===== src/rtl/core/obps_pkg.sv =====
`timescale 1ns / 1ps

package obps_pkg;

	localparam int LIM_W     = 20;
	localparam int CNT_W     = 17;
	localparam int MAX_LIMIT = 1048576;
	localparam int WORD_BITS = 64;
	localparam int BIT_W     = $clog2(WORD_BITS);
	localparam int MEM_DEPTH = MAX_LIMIT / (2 * WORD_BITS);
	localparam int WADDR_W   = $clog2(MEM_DEPTH);
	localparam int NBYTES    = WORD_BITS / 8;
	localparam int SUM_W     = BIT_W + 1;
	localparam int P_W       = 11;
	localparam int J_W       = LIM_W + 1;
	localparam int LIST_LEN  = 10;
	localparam int K_W       = 4;
	localparam int APB_AW    = 2;
	localparam int APB_DW    = 32;

	localparam logic [LIM_W-1:0]  LIMIT_RESET = LIM_W'(1000);
	localparam logic [APB_AW-1:0] REG_LIMIT   = '0;

	localparam logic [1:0] CMD_SIEVE = 2'd0;
	localparam logic [1:0] CMD_QUERY = 2'd1;
	localparam logic [1:0] CMD_LIST  = 2'd2;

	typedef enum logic [3:0] {
		ST_IDLE,
		ST_CLEAR,
		ST_P_SQ,
		ST_P_CHK,
		ST_P_RD,
		ST_M_RD,
		ST_M_WR,
		ST_COUNT,
		ST_DRAIN,
		ST_Q_RD,
		ST_L_RD,
		ST_L_CHK,
		ST_L_TWO,
		ST_FIN
	} state_t;

	typedef enum logic [1:0] {
		RD_NONE,
		RD_P,
		RD_J,
		RD_W
	} rd_sel_t;

	typedef enum logic [1:0] {
		WR_NONE,
		WR_CLEAR,
		WR_MARK
	} wr_sel_t;

	typedef struct packed {
		logic    accept;
		rd_sel_t rd_sel;
		wr_sel_t wr_sel;
		logic    p_inc;
		logic    j_ld_sq;
		logic    j_step;
		logic    j_dec;
		logic    w_inc;
		logic    cnt_init;
		logic    cnt_issue;
		logic    list_take;
		logic    take_two;
		logic    out_mid;
		logic    out_final;
	} dp_cmd_t;

	typedef struct packed {
		logic sieve_done;
		logic sq_gt_lim;
		logic p_marked;
		logic j_gt_lim;
		logic j_lt3;
		logic j_marked;
		logic w_last;
		logic cnt_busy;
		logic out_free;
		logic k_last;
		logic pend;
		logic lim_ge2;
	} dp_stat_t;

	function automatic logic [3:0] popcnt8(input logic [7:0] b);
		logic [3:0] n;
		n = '0;
		for (int k = 0; k < 8; k++) begin
			n = n + {3'b000, b[k]};
		end
		return n;
	endfunction

endpackage


===== src/rtl/core/obps_cfg.sv =====
`timescale 1ns / 1ps

module obps_cfg (
	input  logic                        clk,
	input  logic                        arst_n,
	input  logic                        psel,
	input  logic                        penable,
	input  logic                        pwrite,
	input  logic [obps_pkg::APB_AW-1:0] paddr,
	input  logic [obps_pkg::APB_DW-1:0] pwdata,
	output logic [obps_pkg::APB_DW-1:0] prdata,
	output logic                        pready,
	output logic [obps_pkg::LIM_W-1:0]  lim,
	output logic                        wr
);

	// Even limits other than zero are pulled down to the odd number below them.
	function automatic logic [obps_pkg::LIM_W-1:0] eff_limit(
		input logic [obps_pkg::LIM_W-1:0] v);
		logic [obps_pkg::LIM_W-1:0] r;
		r = v;
		if (!v[0] && v != '0) begin
			r = v - obps_pkg::LIM_W'(1);
		end
		return r;
	endfunction

	logic [obps_pkg::LIM_W-1:0] limit_q;
	logic [obps_pkg::LIM_W-1:0] lim_q;

	assign pready = 1'b1;
	assign wr     = psel & penable & pwrite & pready & (paddr == obps_pkg::REG_LIMIT);
	assign lim    = lim_q;

	always_ff @(posedge clk or negedge arst_n) begin
		if (!arst_n) begin
			limit_q <= obps_pkg::LIMIT_RESET;
			lim_q   <= eff_limit(obps_pkg::LIMIT_RESET);
		end else if (wr) begin
			limit_q <= pwdata[obps_pkg::LIM_W-1:0];
			lim_q   <= eff_limit(pwdata[obps_pkg::LIM_W-1:0]);
		end
	end

	always_comb begin
		prdata = '0;
		if (paddr == obps_pkg::REG_LIMIT) begin
			prdata = {{(obps_pkg::APB_DW - obps_pkg::LIM_W){1'b0}}, limit_q};
		end
	end

endmodule


===== config.mk =====
export PLATFORM = sky130hd
export DESIGN_NAME = obps_cfg
export DESIGN_NICKNAME = d
export VERILOG_FILES = /design/src/rtl/core/obps_pkg.sv /design/src/rtl/core/obps_cfg.sv
export SDC_FILE = /design/constraint.sdc
export NUM_CORES = 1
export LEC_CHECK = 0
export ABC_AREA = 1
export BUFFER_PORTS_ARGS = -buffer_cell sky130_fd_sc_hd__buf_2
export CAP_MARGIN = 20
export CORE_ASPECT_RATIO = 1.2
export CORE_MARGIN = 1.5
export CORE_UTILIZATION = 50
export DETAILED_ROUTE_END_ITERATION = 8
export GPL_ROUTABILITY_DRIVEN = 0
export GPL_TIMING_DRIVEN = 0
export PLACE_DENSITY = 0.84
export SLEW_MARGIN = 20
export SYNTH_ARGS = -nofsm -noshare
export SYNTH_HDL_FRONTEND = slang
export SYNTH_SLANG_ARGS = --single-unit

===== constraint.sdc =====
create_clock -name clk -period 1 [get_ports clk]
set_input_delay 0.2 -clock clk [delete_from_list [all_inputs] [get_ports clk]]
set_output_delay 0.2 -clock clk [all_outputs]
set_load 0.005 [all_outputs]

==> flow_summary.yaml <==
clock_network:
  cts_buffers: 5
  clockRootBuffer: "clkbuf_8"
  cts_buffer_depth: 2
  hold_buffers: 0
  clk_latency_ns: 0.31
  htreeDepth: 2
  cts_tree: "yes"
  clkTransAtPathRegs_ns: 0.09
  numClockSinks: 40
synth:
  syn_inst: 365
  yosysSeqAreaShare_pct: 40.24
  ys_seq_elements: 40
  synth_cell_types: 24
  syn_avg_cell_area_um2: 6.935
  syn_area_mm2: 0.002531
  yosysWarningCount: 0
grt:
  grt_pass1_wl_um: 13350
  grt_usage_pct: 32.49
  grt_pass1_vias: 2803
  grt_overflow_total: 0
  grt_max_degree: 41
  antenna_found_initial: 0
die:
  die_w_um: 67.95
  die_area_mm2: 0.005500
  die_h_um: 80.94
  ios: 93
  rows: 28
  initial_core_util_pct: 51.61
  core_mm2: 0.004905
routing:
  vias: 3187
  viasPerCell: 5.601
  drt-total-wl_um: 9596
  dr.pass1.iters: 7
  drc: 0
  post_drt_wl_per_cell_um: 16.86
  ant_nets: 0
  drt_iter0_drc: 312
cells_and_area:
  final_nets: 549
  register_area_mm2: 0.001018
  area_growth_syn_to_layout_pct: 60.16
  diodes: 0
  multi_input_area_mm2: 0.001478
  drive_above_1_share_pct: 53.63
  fin_area_mm2: 0.004054
  final_core_util_pct: 82.65
  fill_cells: 273
  final_common_cell: "buf_4"
  final_cell_mix: "buf_4, buf_2, nand2_1"
timing:
  layout_worst_path_cycle_share_pct: 126.5
  tightest_slew_ns: 0.8466
  slew_viol_final: 0
  fin_crit_ns: 1.265
  setup_violations: 60
  layout_setup_ws_ns: -0.2651
  clock-skew-final_ns: 0
  fmax_mhz: 790.4
  rsz0062_at_grt: "yes"
  hold_slack_ns: -0.007601
  slew_headroom_pct: 43.56
  finalHoldViolCount: 19
worst_setup_path:
  worstPathMaxFanout: 2
  end_kind: "primary output"
  rr_worst_depth: 5
  critical_path_arrival_ns: 1.07
  critPathRequiredTime_ns: 0.80
  start_kind: "flop"
  critical_path_class: "reg -> out"
placed_design:
  postPlaceCellArea_mm2: 0.003097
  io_buffers: 67
  dp_hpwl_um: 5194
status:
  status: "finished, violations left"
  failed_checks: "hold timing, setup timing"
power:
  p_per_area_mw_per_mm2: 1460
  vdd_ir_drop_max_mv: 1.228
  p_leak_uw: 0.002103
hold_path:
  min-delay-path-class: "in -> async"
flow_run:
  drv_cap: 0
==> logic make-up (layout without fill, tap and decap cells) <==
group	count (synthesis)	in the layout	share of synthesized area (%)
other	2	13	0.2967
and+or+nand+nor	225	225	40.58
AOI/OAI and AO/OA	20	20	3.954
buffers and inverters	76	209	13.94
DFF	40	40	40.24
adders and majority gates	2	2	0.9885
==> where the power goes <==
part / switching, µW / internal (µW) / total (µW)
Sequential: 173 / 2030 / 2210
Combinational: 855 / 989 / 1840
Clock: 619 / 1250 / 1870
Total: 1650 / 4270 / 5920
==> state kept, by name (all words and copies together), names as in the netlist <==
register / cells
lim: 20
limit_q: 20
==> what timing repair did <==
action | in CTS | in global routing
endpoints found under the setup margin | 59 | 79
pin swaps | 28 | 17
setup buffers | 46 | 14
gates cloned | 1 | 1
resized for setup | 55 | 70
==> final timing paths <==
kind	start	endpoint	slack, ns
max	limit_q[3]	prdata[3]	-0.27
min	arst_n	limit_q[0]	-0.008
max reg2reg	limit_q[12]	limit_q[12]	0.04
min reg2reg	limit_q[7]	limit_q[7]	0.46
max in group asynchronous	arst_n	lim[3]	0.48
min in group clk	pwdata[19]	limit_q[19]	0.18
==> worst max-delay path, cell delays in order (launching register included) <==
cell,delay [ns]
dfstp_2,0.54
inv_2,0.04
nor2_1,0.07
buf_2,0.12
==> Yosys cell counts <==
cell type,count,area share [%]
o21ai_0,1,0.20
dfstp_2,14,15
nor2_4,3,1.3
nand3_1,44,8.7
buf_4,13,3.9
a21oi_1,19,3.8
clkbuf_1,10,1.5
buf_2,3,0.59
nand4_1,16,4.0
nor3_1,2,0.40
nand2_2,3,0.74
nand2_1,68,10
nand3_4,1,0.69
inv_2,3,0.44
inv_1,43,6.4
nand4_4,1,0.84
nor2_2,7,1.7
buf_6,2,0.89
nor2_1,79,12
nor3_2,1,0.40
dfrtp_1,26,26
conb_1,2,0.30
clkinv_1,2,0.30
ha_1,2,0.99
==> metal layers <==
| metal | global-route usage (%) | up-vias | wire length (µm) |
|---|---|---|---|
| met4 | 14.80 | 0 | 446 |
| met1 | 39.84 | 1457 | 3428 |
| met3 | 6.371 | 65 | 963 |
| met2 | 54.37 | 258 | 4757 |
| met5 | 0 | - | 0 |
| li1 | - | 1407 | - |
==> layout make-up <==
type,instances,share of cell area (%)
Timing Repair Buffer,125,21.39
Multi-Input combinational cell,260,36.45
Clock buffer,5,1.698
Tap cell,60,1.852
Buffer,28,6.173
Clock inverter,3,2.222
Inverter,48,5.093
Sequential cell,40,25.12
==> per-stage QoR <==
| stage | hold WS, ns | std cells | setup WS (ns) | setup TNS, ns | power [µW] |
|---|---|---|---|---|---|
| after CTS | 0.02781 | 558 | -0.2602 | -4.327 | 5577 |
| after detailed placement | 0.3500 | 503 | -0.5725 | -19.77 | 3249 |
| after global routing | 0.06618 | 569 | -0.3055 | -8.713 | 6202 |
| after global placement | 0.3414 | 503 | -0.5488 | -18.59 | 3207 |
| after floorplan | -0.09559 | 376 | -0.1789 | -2.686 | 2773 |
| final | -0.007601 | 569 | -0.2651 | -6.764 | 5920 |
Note: power is estimated with default switching activity, not from simulation.
