File: src/rtl/core/obps_pkg.sv
`timescale 1ns / 1ps

package obps_pkg;

	localparam int LIM_W     = 20;
	localparam int CNT_W     = 17;
	localparam int MAX_LIMIT = 1048576;
	localparam int WORD_BITS = 64;
	localparam int BIT_W     = $clog2(WORD_BITS);
	localparam int MEM_DEPTH = MAX_LIMIT / (2 * WORD_BITS);
	localparam int WADDR_W   = $clog2(MEM_DEPTH);
	localparam int NBYTES    = WORD_BITS / 8;
	localparam int SUM_W     = BIT_W + 1;
	localparam int P_W       = 11;
	localparam int J_W       = LIM_W + 1;
	localparam int LIST_LEN  = 10;
	localparam int K_W       = 4;
	localparam int APB_AW    = 2;
	localparam int APB_DW    = 32;

	localparam logic [LIM_W-1:0]  LIMIT_RESET = LIM_W'(1000);
	localparam logic [APB_AW-1:0] REG_LIMIT   = '0;

	localparam logic [1:0] CMD_SIEVE = 2'd0;
	localparam logic [1:0] CMD_QUERY = 2'd1;
	localparam logic [1:0] CMD_LIST  = 2'd2;

	typedef enum logic [3:0] {
		ST_IDLE,
		ST_CLEAR,
		ST_P_SQ,
		ST_P_CHK,
		ST_P_RD,
		ST_M_RD,
		ST_M_WR,
		ST_COUNT,
		ST_DRAIN,
		ST_Q_RD,
		ST_L_RD,
		ST_L_CHK,
		ST_L_TWO,
		ST_FIN
	} state_t;

	typedef enum logic [1:0] {
		RD_NONE,
		RD_P,
		RD_J,
		RD_W
	} rd_sel_t;

	typedef enum logic [1:0] {
		WR_NONE,
		WR_CLEAR,
		WR_MARK
	} wr_sel_t;

	typedef struct packed {
		logic    accept;
		rd_sel_t rd_sel;
		wr_sel_t wr_sel;
		logic    p_inc;
		logic    j_ld_sq;
		logic    j_step;
		logic    j_dec;
		logic    w_inc;
		logic    cnt_init;
		logic    cnt_issue;
		logic    list_take;
		logic    take_two;
		logic    out_mid;
		logic    out_final;
	} dp_cmd_t;

	typedef struct packed {
		logic sieve_done;
		logic sq_gt_lim;
		logic p_marked;
		logic j_gt_lim;
		logic j_lt3;
		logic j_marked;
		logic w_last;
		logic cnt_busy;
		logic out_free;
		logic k_last;
		logic pend;
		logic lim_ge2;
	} dp_stat_t;

	function automatic logic [3:0] popcnt8(input logic [7:0] b);
		logic [3:0] n;
		n = '0;
		for (int k = 0; k < 8; k++) begin
			n = n + {3'b000, b[k]};
		end
		return n;
	endfunction

endpackage

File: src/rtl/core/obps_ctrl.sv
`timescale 1ns / 1ps

module obps_ctrl (
	input  logic               clk,
	input  logic               arst_n,
	input  logic               req_valid,
	input  logic [1:0]         req_cmd,
	input  obps_pkg::dp_stat_t stat,
	output logic               req_ready,
	output obps_pkg::dp_cmd_t  cmd
);

	obps_pkg::state_t state_q;
	obps_pkg::state_t state_d;

	always_ff @(posedge clk or negedge arst_n) begin
		if (!arst_n) begin
			state_q <= obps_pkg::ST_IDLE;
		end else begin
			state_q <= state_d;
		end
	end

	always_comb begin
		state_d   = state_q;
		cmd       = '0;
		req_ready = 1'b0;
		unique case (state_q)
			obps_pkg::ST_IDLE: begin
				req_ready = 1'b1;
				if (req_valid) begin
					cmd.accept = 1'b1;
					unique case (req_cmd)
						obps_pkg::CMD_SIEVE: state_d = obps_pkg::ST_CLEAR;
						obps_pkg::CMD_QUERY: state_d = obps_pkg::ST_Q_RD;
						obps_pkg::CMD_LIST:  state_d = stat.sieve_done ? obps_pkg::ST_L_RD :
							obps_pkg::ST_FIN;
						default:             state_d = obps_pkg::ST_FIN;
					endcase
				end
			end
			obps_pkg::ST_CLEAR: begin
				cmd.wr_sel = obps_pkg::WR_CLEAR;
				cmd.w_inc  = 1'b1;
				if (stat.w_last) begin
					state_d = obps_pkg::ST_P_SQ;
				end
			end
			obps_pkg::ST_P_SQ: begin
				state_d = obps_pkg::ST_P_CHK;
			end
			obps_pkg::ST_P_CHK: begin
				if (stat.sq_gt_lim) begin
					cmd.cnt_init = 1'b1;
					state_d      = obps_pkg::ST_COUNT;
				end else begin
					cmd.rd_sel = obps_pkg::RD_P;
					state_d    = obps_pkg::ST_P_RD;
				end
			end
			obps_pkg::ST_P_RD: begin
				if (stat.p_marked) begin
					cmd.p_inc = 1'b1;
					state_d   = obps_pkg::ST_P_SQ;
				end else begin
					cmd.j_ld_sq = 1'b1;
					state_d     = obps_pkg::ST_M_RD;
				end
			end
			obps_pkg::ST_M_RD: begin
				if (stat.j_gt_lim) begin
					cmd.p_inc = 1'b1;
					state_d   = obps_pkg::ST_P_SQ;
				end else begin
					cmd.rd_sel = obps_pkg::RD_J;
					state_d    = obps_pkg::ST_M_WR;
				end
			end
			obps_pkg::ST_M_WR: begin
				cmd.wr_sel = obps_pkg::WR_MARK;
				cmd.j_step = 1'b1;
				state_d    = obps_pkg::ST_M_RD;
			end
			obps_pkg::ST_COUNT: begin
				cmd.rd_sel    = obps_pkg::RD_W;
				cmd.cnt_issue = 1'b1;
				cmd.w_inc     = 1'b1;
				if (stat.w_last) begin
					state_d = obps_pkg::ST_DRAIN;
				end
			end
			obps_pkg::ST_DRAIN: begin
				if (!stat.cnt_busy) begin
					state_d = obps_pkg::ST_FIN;
				end
			end
			obps_pkg::ST_Q_RD: begin
				cmd.rd_sel = obps_pkg::RD_J;
				state_d    = obps_pkg::ST_FIN;
			end
			obps_pkg::ST_L_RD: begin
				if (stat.j_lt3) begin
					state_d = obps_pkg::ST_L_TWO;
				end else begin
					cmd.rd_sel = obps_pkg::RD_J;
					state_d    = obps_pkg::ST_L_CHK;
				end
			end
			obps_pkg::ST_L_CHK: begin
				if (stat.j_marked) begin
					cmd.j_dec = 1'b1;
					state_d   = obps_pkg::ST_L_RD;
				end else if (!stat.pend || stat.out_free) begin
					cmd.list_take = 1'b1;
					cmd.out_mid   = stat.pend;
					cmd.j_dec     = 1'b1;
					state_d       = stat.k_last ? obps_pkg::ST_FIN : obps_pkg::ST_L_RD;
				end
			end
			obps_pkg::ST_L_TWO: begin
				if (!stat.lim_ge2) begin
					state_d = obps_pkg::ST_FIN;
				end else if (!stat.pend || stat.out_free) begin
					cmd.list_take = 1'b1;
					cmd.take_two  = 1'b1;
					cmd.out_mid   = stat.pend;
					state_d       = obps_pkg::ST_FIN;
				end
			end
			obps_pkg::ST_FIN: begin
				if (stat.out_free) begin
					cmd.out_final = 1'b1;
					state_d       = obps_pkg::ST_IDLE;
				end
			end
			default: begin
				state_d = obps_pkg::ST_IDLE;
			end
		endcase
	end

endmodule

File: config.mk
export PLATFORM = sky130hd
export DESIGN_NAME = obps_ctrl
export DESIGN_NICKNAME = d
export VERILOG_FILES = /design/src/rtl/core/obps_pkg.sv /design/src/rtl/core/obps_ctrl.sv
export SDC_FILE = /design/constraint.sdc
export NUM_CORES = 1
export LEC_CHECK = 0
export BUFFER_PORTS_ARGS = -buffer_cell sky130_fd_sc_hd__buf_2
export CORE_MARGIN = 1
export CORE_UTILIZATION = 48
export DETAILED_ROUTE_END_ITERATION = 8
export GPL_TIMING_DRIVEN = 0
export HOLD_SLACK_MARGIN = 0.02
export PLACE_DENSITY = 0.86
export SYNTH_ARGS = -nofsm -noshare
export SYNTH_HDL_FRONTEND = slang
export SYNTH_SLANG_ARGS = --single-unit
File: constraint.sdc
create_clock -name clk -period 3.87 [get_ports clk]
set_clock_uncertainty 0.1 [all_clocks]
set_input_delay 0.774 -clock clk [delete_from_list [all_inputs] [get_ports clk]]
set_output_delay 0.774 -clock clk [all_outputs]
set_load 0.005 [all_outputs]
==> run summary <==
Status: finished clean
Reg power frac: 15.0%
Hold buffer count at CTS: 0
GR Overflow Total: 0
Largest net degree at the start of global routing: 11
Die area: 1597 um^2
# Post-CTS Setup Buffers: 0
Initial DRC count: 25
DP Cell Count: 144
Pwr Density: 682.7 nW/um^2
Worst-path clk slew: 0.04 ns
Residual DRC count: 0
Mapped Cells: 96
Fin nets: 151
I/O pins: 34
Layout cells sized above 1: 36.36%
Syn nets: 113
Die width: 39.97 um
Clock sinks: 4
Slowest cell on the critical path: dfrtp_1
Via Count: 932
Total GRT Usage: 29.98%
Biggest regs: state_q: 4 flops
Seq/Total Area, Yosys: 14.47%
Final core occ: 68.19%
First-pass DRT Iterations: 4
Max-slew violation count: 0
Worst r2r src: state_q[2]
Hold Violations, Final: 0
Net load switching power: 318.2 uW
Register Area: 100.1 um^2
Multi-input gate area: 533.0 um^2
Biggest register: state_q
Switching Share: 51.88%
TritonCTS clock tree: yes
Critical Path Start: state_q[3]
Critical R2R Capture: state_q[0]
Most frequent cell on the critical path: buf_2
P_int: 295.1 uW
FFs w/ async S/R, synth: 100.0%
WL/cell: 14.78 um
Final setup viols: 0
Crit end category: output pin
Setup CP Type: reg2out
Reg2reg setup slack: 2.13 ns
Syn Area/Cell: 7.207 um^2
WP buf/inv: 3
Post-Layout Cell Count: 147
CTS root buf: clkbuf_4
Antenna viol nets, final: 0
Vias in the first global route: 768
Starting density of the core: 52.52%
Slew margin rel.: 76.60%
Filler Cell Count: 118
Critical path arrival: 1.71 ns
Crit path launch type: register
RSZ-0062 raised after global routing: false
Final Cycle Share: 66.88%
Yosys reg bits: 4
Static Leak: 0.0004466 uW
CTS Buffer Depth: 2
Post-synth cell types: 42
CTS buffer count: 3
CTS resizes: 0
Post-DP HPWL: 1627 um
Max reg flops: 4
Crit-path max cell delay: 0.45 ns
Critical Path RT: 3.00 ns
I/O Buffers: 33
Max cap viols: 0
Final GP Congestion: 0.8730
Hold slack: 0.2291 ns
CP cell instances: buf_2 -> buf_2 -> nand2_1 -> o21ai_0 -> a22o_1 -> buf_2
Slew @ Worst Pin: 0.3480 ns
Power, Total: 613.3 uW
Synth top area cells: dfrtp_1 14%, nor2_1 6.0%, buf_2 5.8%
Setup crit end: cmd[14]
Total Wirelength: 2173 um
Largest area contributor in the netlist: dfrtp_1
Initial antenna violation count: 0
Delay-heaviest family, CP: buffers and inverters
Critical path peak fanout: 10
R2R depth: 5
Top cell type's share of synthesized area: 14.47%
Number of flops mapped to enable cells by yosys: 0
Setup TNS: 0 ns
Fmax: 0.3864 GHz
Synth Cell Area: 691.9 um^2
Critical path depth: 6
Hold Crit Class: in2async
H-Tree Depth: 1
Worst-Skew Late Latency: 0.24 ns
Syn. warnings: 0
Routed vias/inst: 6.340
Maximum VDD drop: 330.2 uV
Core area: 1318 um^2
Period minus WS final: 2.588 ns
Number of diodes: 0
Prevailing post-synth register cell: dfrtp_1
Die H: 39.97 um
Row cnt: 13
Clk network pwr share: 8.9%
Gate power share: 76.0%
First-pass GRT wire length: 3263 um
Area added between synthesis and finish: 29.84%
worst register-to-register path: stages (launching register included):
cell and delay [ns]:
dfrtp_1 0.41, buf_2 0.21, nor4bb_1 0.15, o31ai_1 0.35, o21ai_1 0.21, o2bb2ai_1 0.18
cell type report:
| class | instances | share of cell area, % |
|---|---|---|
| multi-input cells | 80 | 59.33 |
| repair buffers | 33 | 18.38 |
| flip-flops and latches | 4 | 11.14 |
| plain buffers | 9 | 5.292 |
| clock buffers | 3 | 2.507 |
| well taps | 15 | 2.089 |
| inverters | 3 | 1.253 |
how the worst min path moves through the flow:
stage               cells past startpoint    endpoint  slack, ns
detailed placement                      1  state_q[3]       0.48
floorplan                               0  state_q[0]       0.38
CTS                                     1  state_q[0]       0.23
global placement                        1  state_q[3]       0.48
global route                            1  state_q[0]       0.23
finish                                  1  state_q[1]       0.23
power by group through the flow:
stage / combinational [uW] / clock (uW) / sequential (uW)
4_1_cts: 455 / 53.8 / 91.9
6_report: 466 / 54.8 / 92.1
5_1_grt: 504 / 58.3 / 97.1
3_5_place_dp: 454 / 0 / 92.4
2_1_floorplan: 333 / 0 / 82.4
3_3_place_gp: 437 / 0 / 91.6
cell usage after synthesis, types with 2 or more instances:
cell type / instances
nor2b_1: 3
and4bb_2: 2
or3b_1: 2
nand2b_1: 6
o211ai_1: 3
and3b_1: 2
buf_2: 8
a21oi_1: 4
o21ai_0: 5
nor4bb_1: 2
nor4_1: 3
dfrtp_1: 4
nand2_1: 7
inv_1: 3
nor3_1: 2
nor2_1: 11
a32oi_1: 2
nor4b_1: 2
o21ai_1: 2
per-stage QoR:
| stage | setup WS (ns) | area, um^2 |
|---|---|---|
| 2_1_floorplan | 1.717 | 691.9 |
| 6_report | 1.282 | 898.4 |
| 3_5_place_dp | 1.426 | 875.8 |
| 5_1_grt | 1.157 | 898.4 |
| 3_3_place_gp | 1.447 | 875.8 |
| 4_1_cts | 1.310 | 898.4 |
routing by layer:
layer | track usage [%] | vias to the layer above | routed length (um)
met5 | 0 | - | 0
met4 | 18.97 | 0 | 71
met3 | 3.333 | 10 | 156
met2 | 48.39 | 61 | 1061
met1 | 37.50 | 420 | 884
li1 | - | 441 | -
cells by family (layout without fill, tap and decap cells):
logic type | after synthesis | after routing | share of synthesized area, %
multiplexers | 1 | 1 | 1.447
flip-flops | 4 | 4 | 14.47
buffers and inverters | 12 | 48 | 8.500
AND/OR/NAND/NOR | 50 | 50 | 44.85
AO/OA/AOI/OAI | 29 | 29 | 30.74
cell usage in the layout, fill, tap and decap left out, drive strengths merged, types with 2 or more instances in the layout:
cell,instances
nand2,7
and4bb,2
o2bb2ai,2
a32oi,2
buf,42
or3b,2
nor4bb,2
nor4b,2
inv,3
nor2,11
o21ai,7
a21oi,4
nor3,2
and3b,2
nor2b,3
o211ai,3
nand2b,6
clkbuf,3
nor4,3
dfrtp,4
No activity file was read; power rests on OpenSTA's default activity.
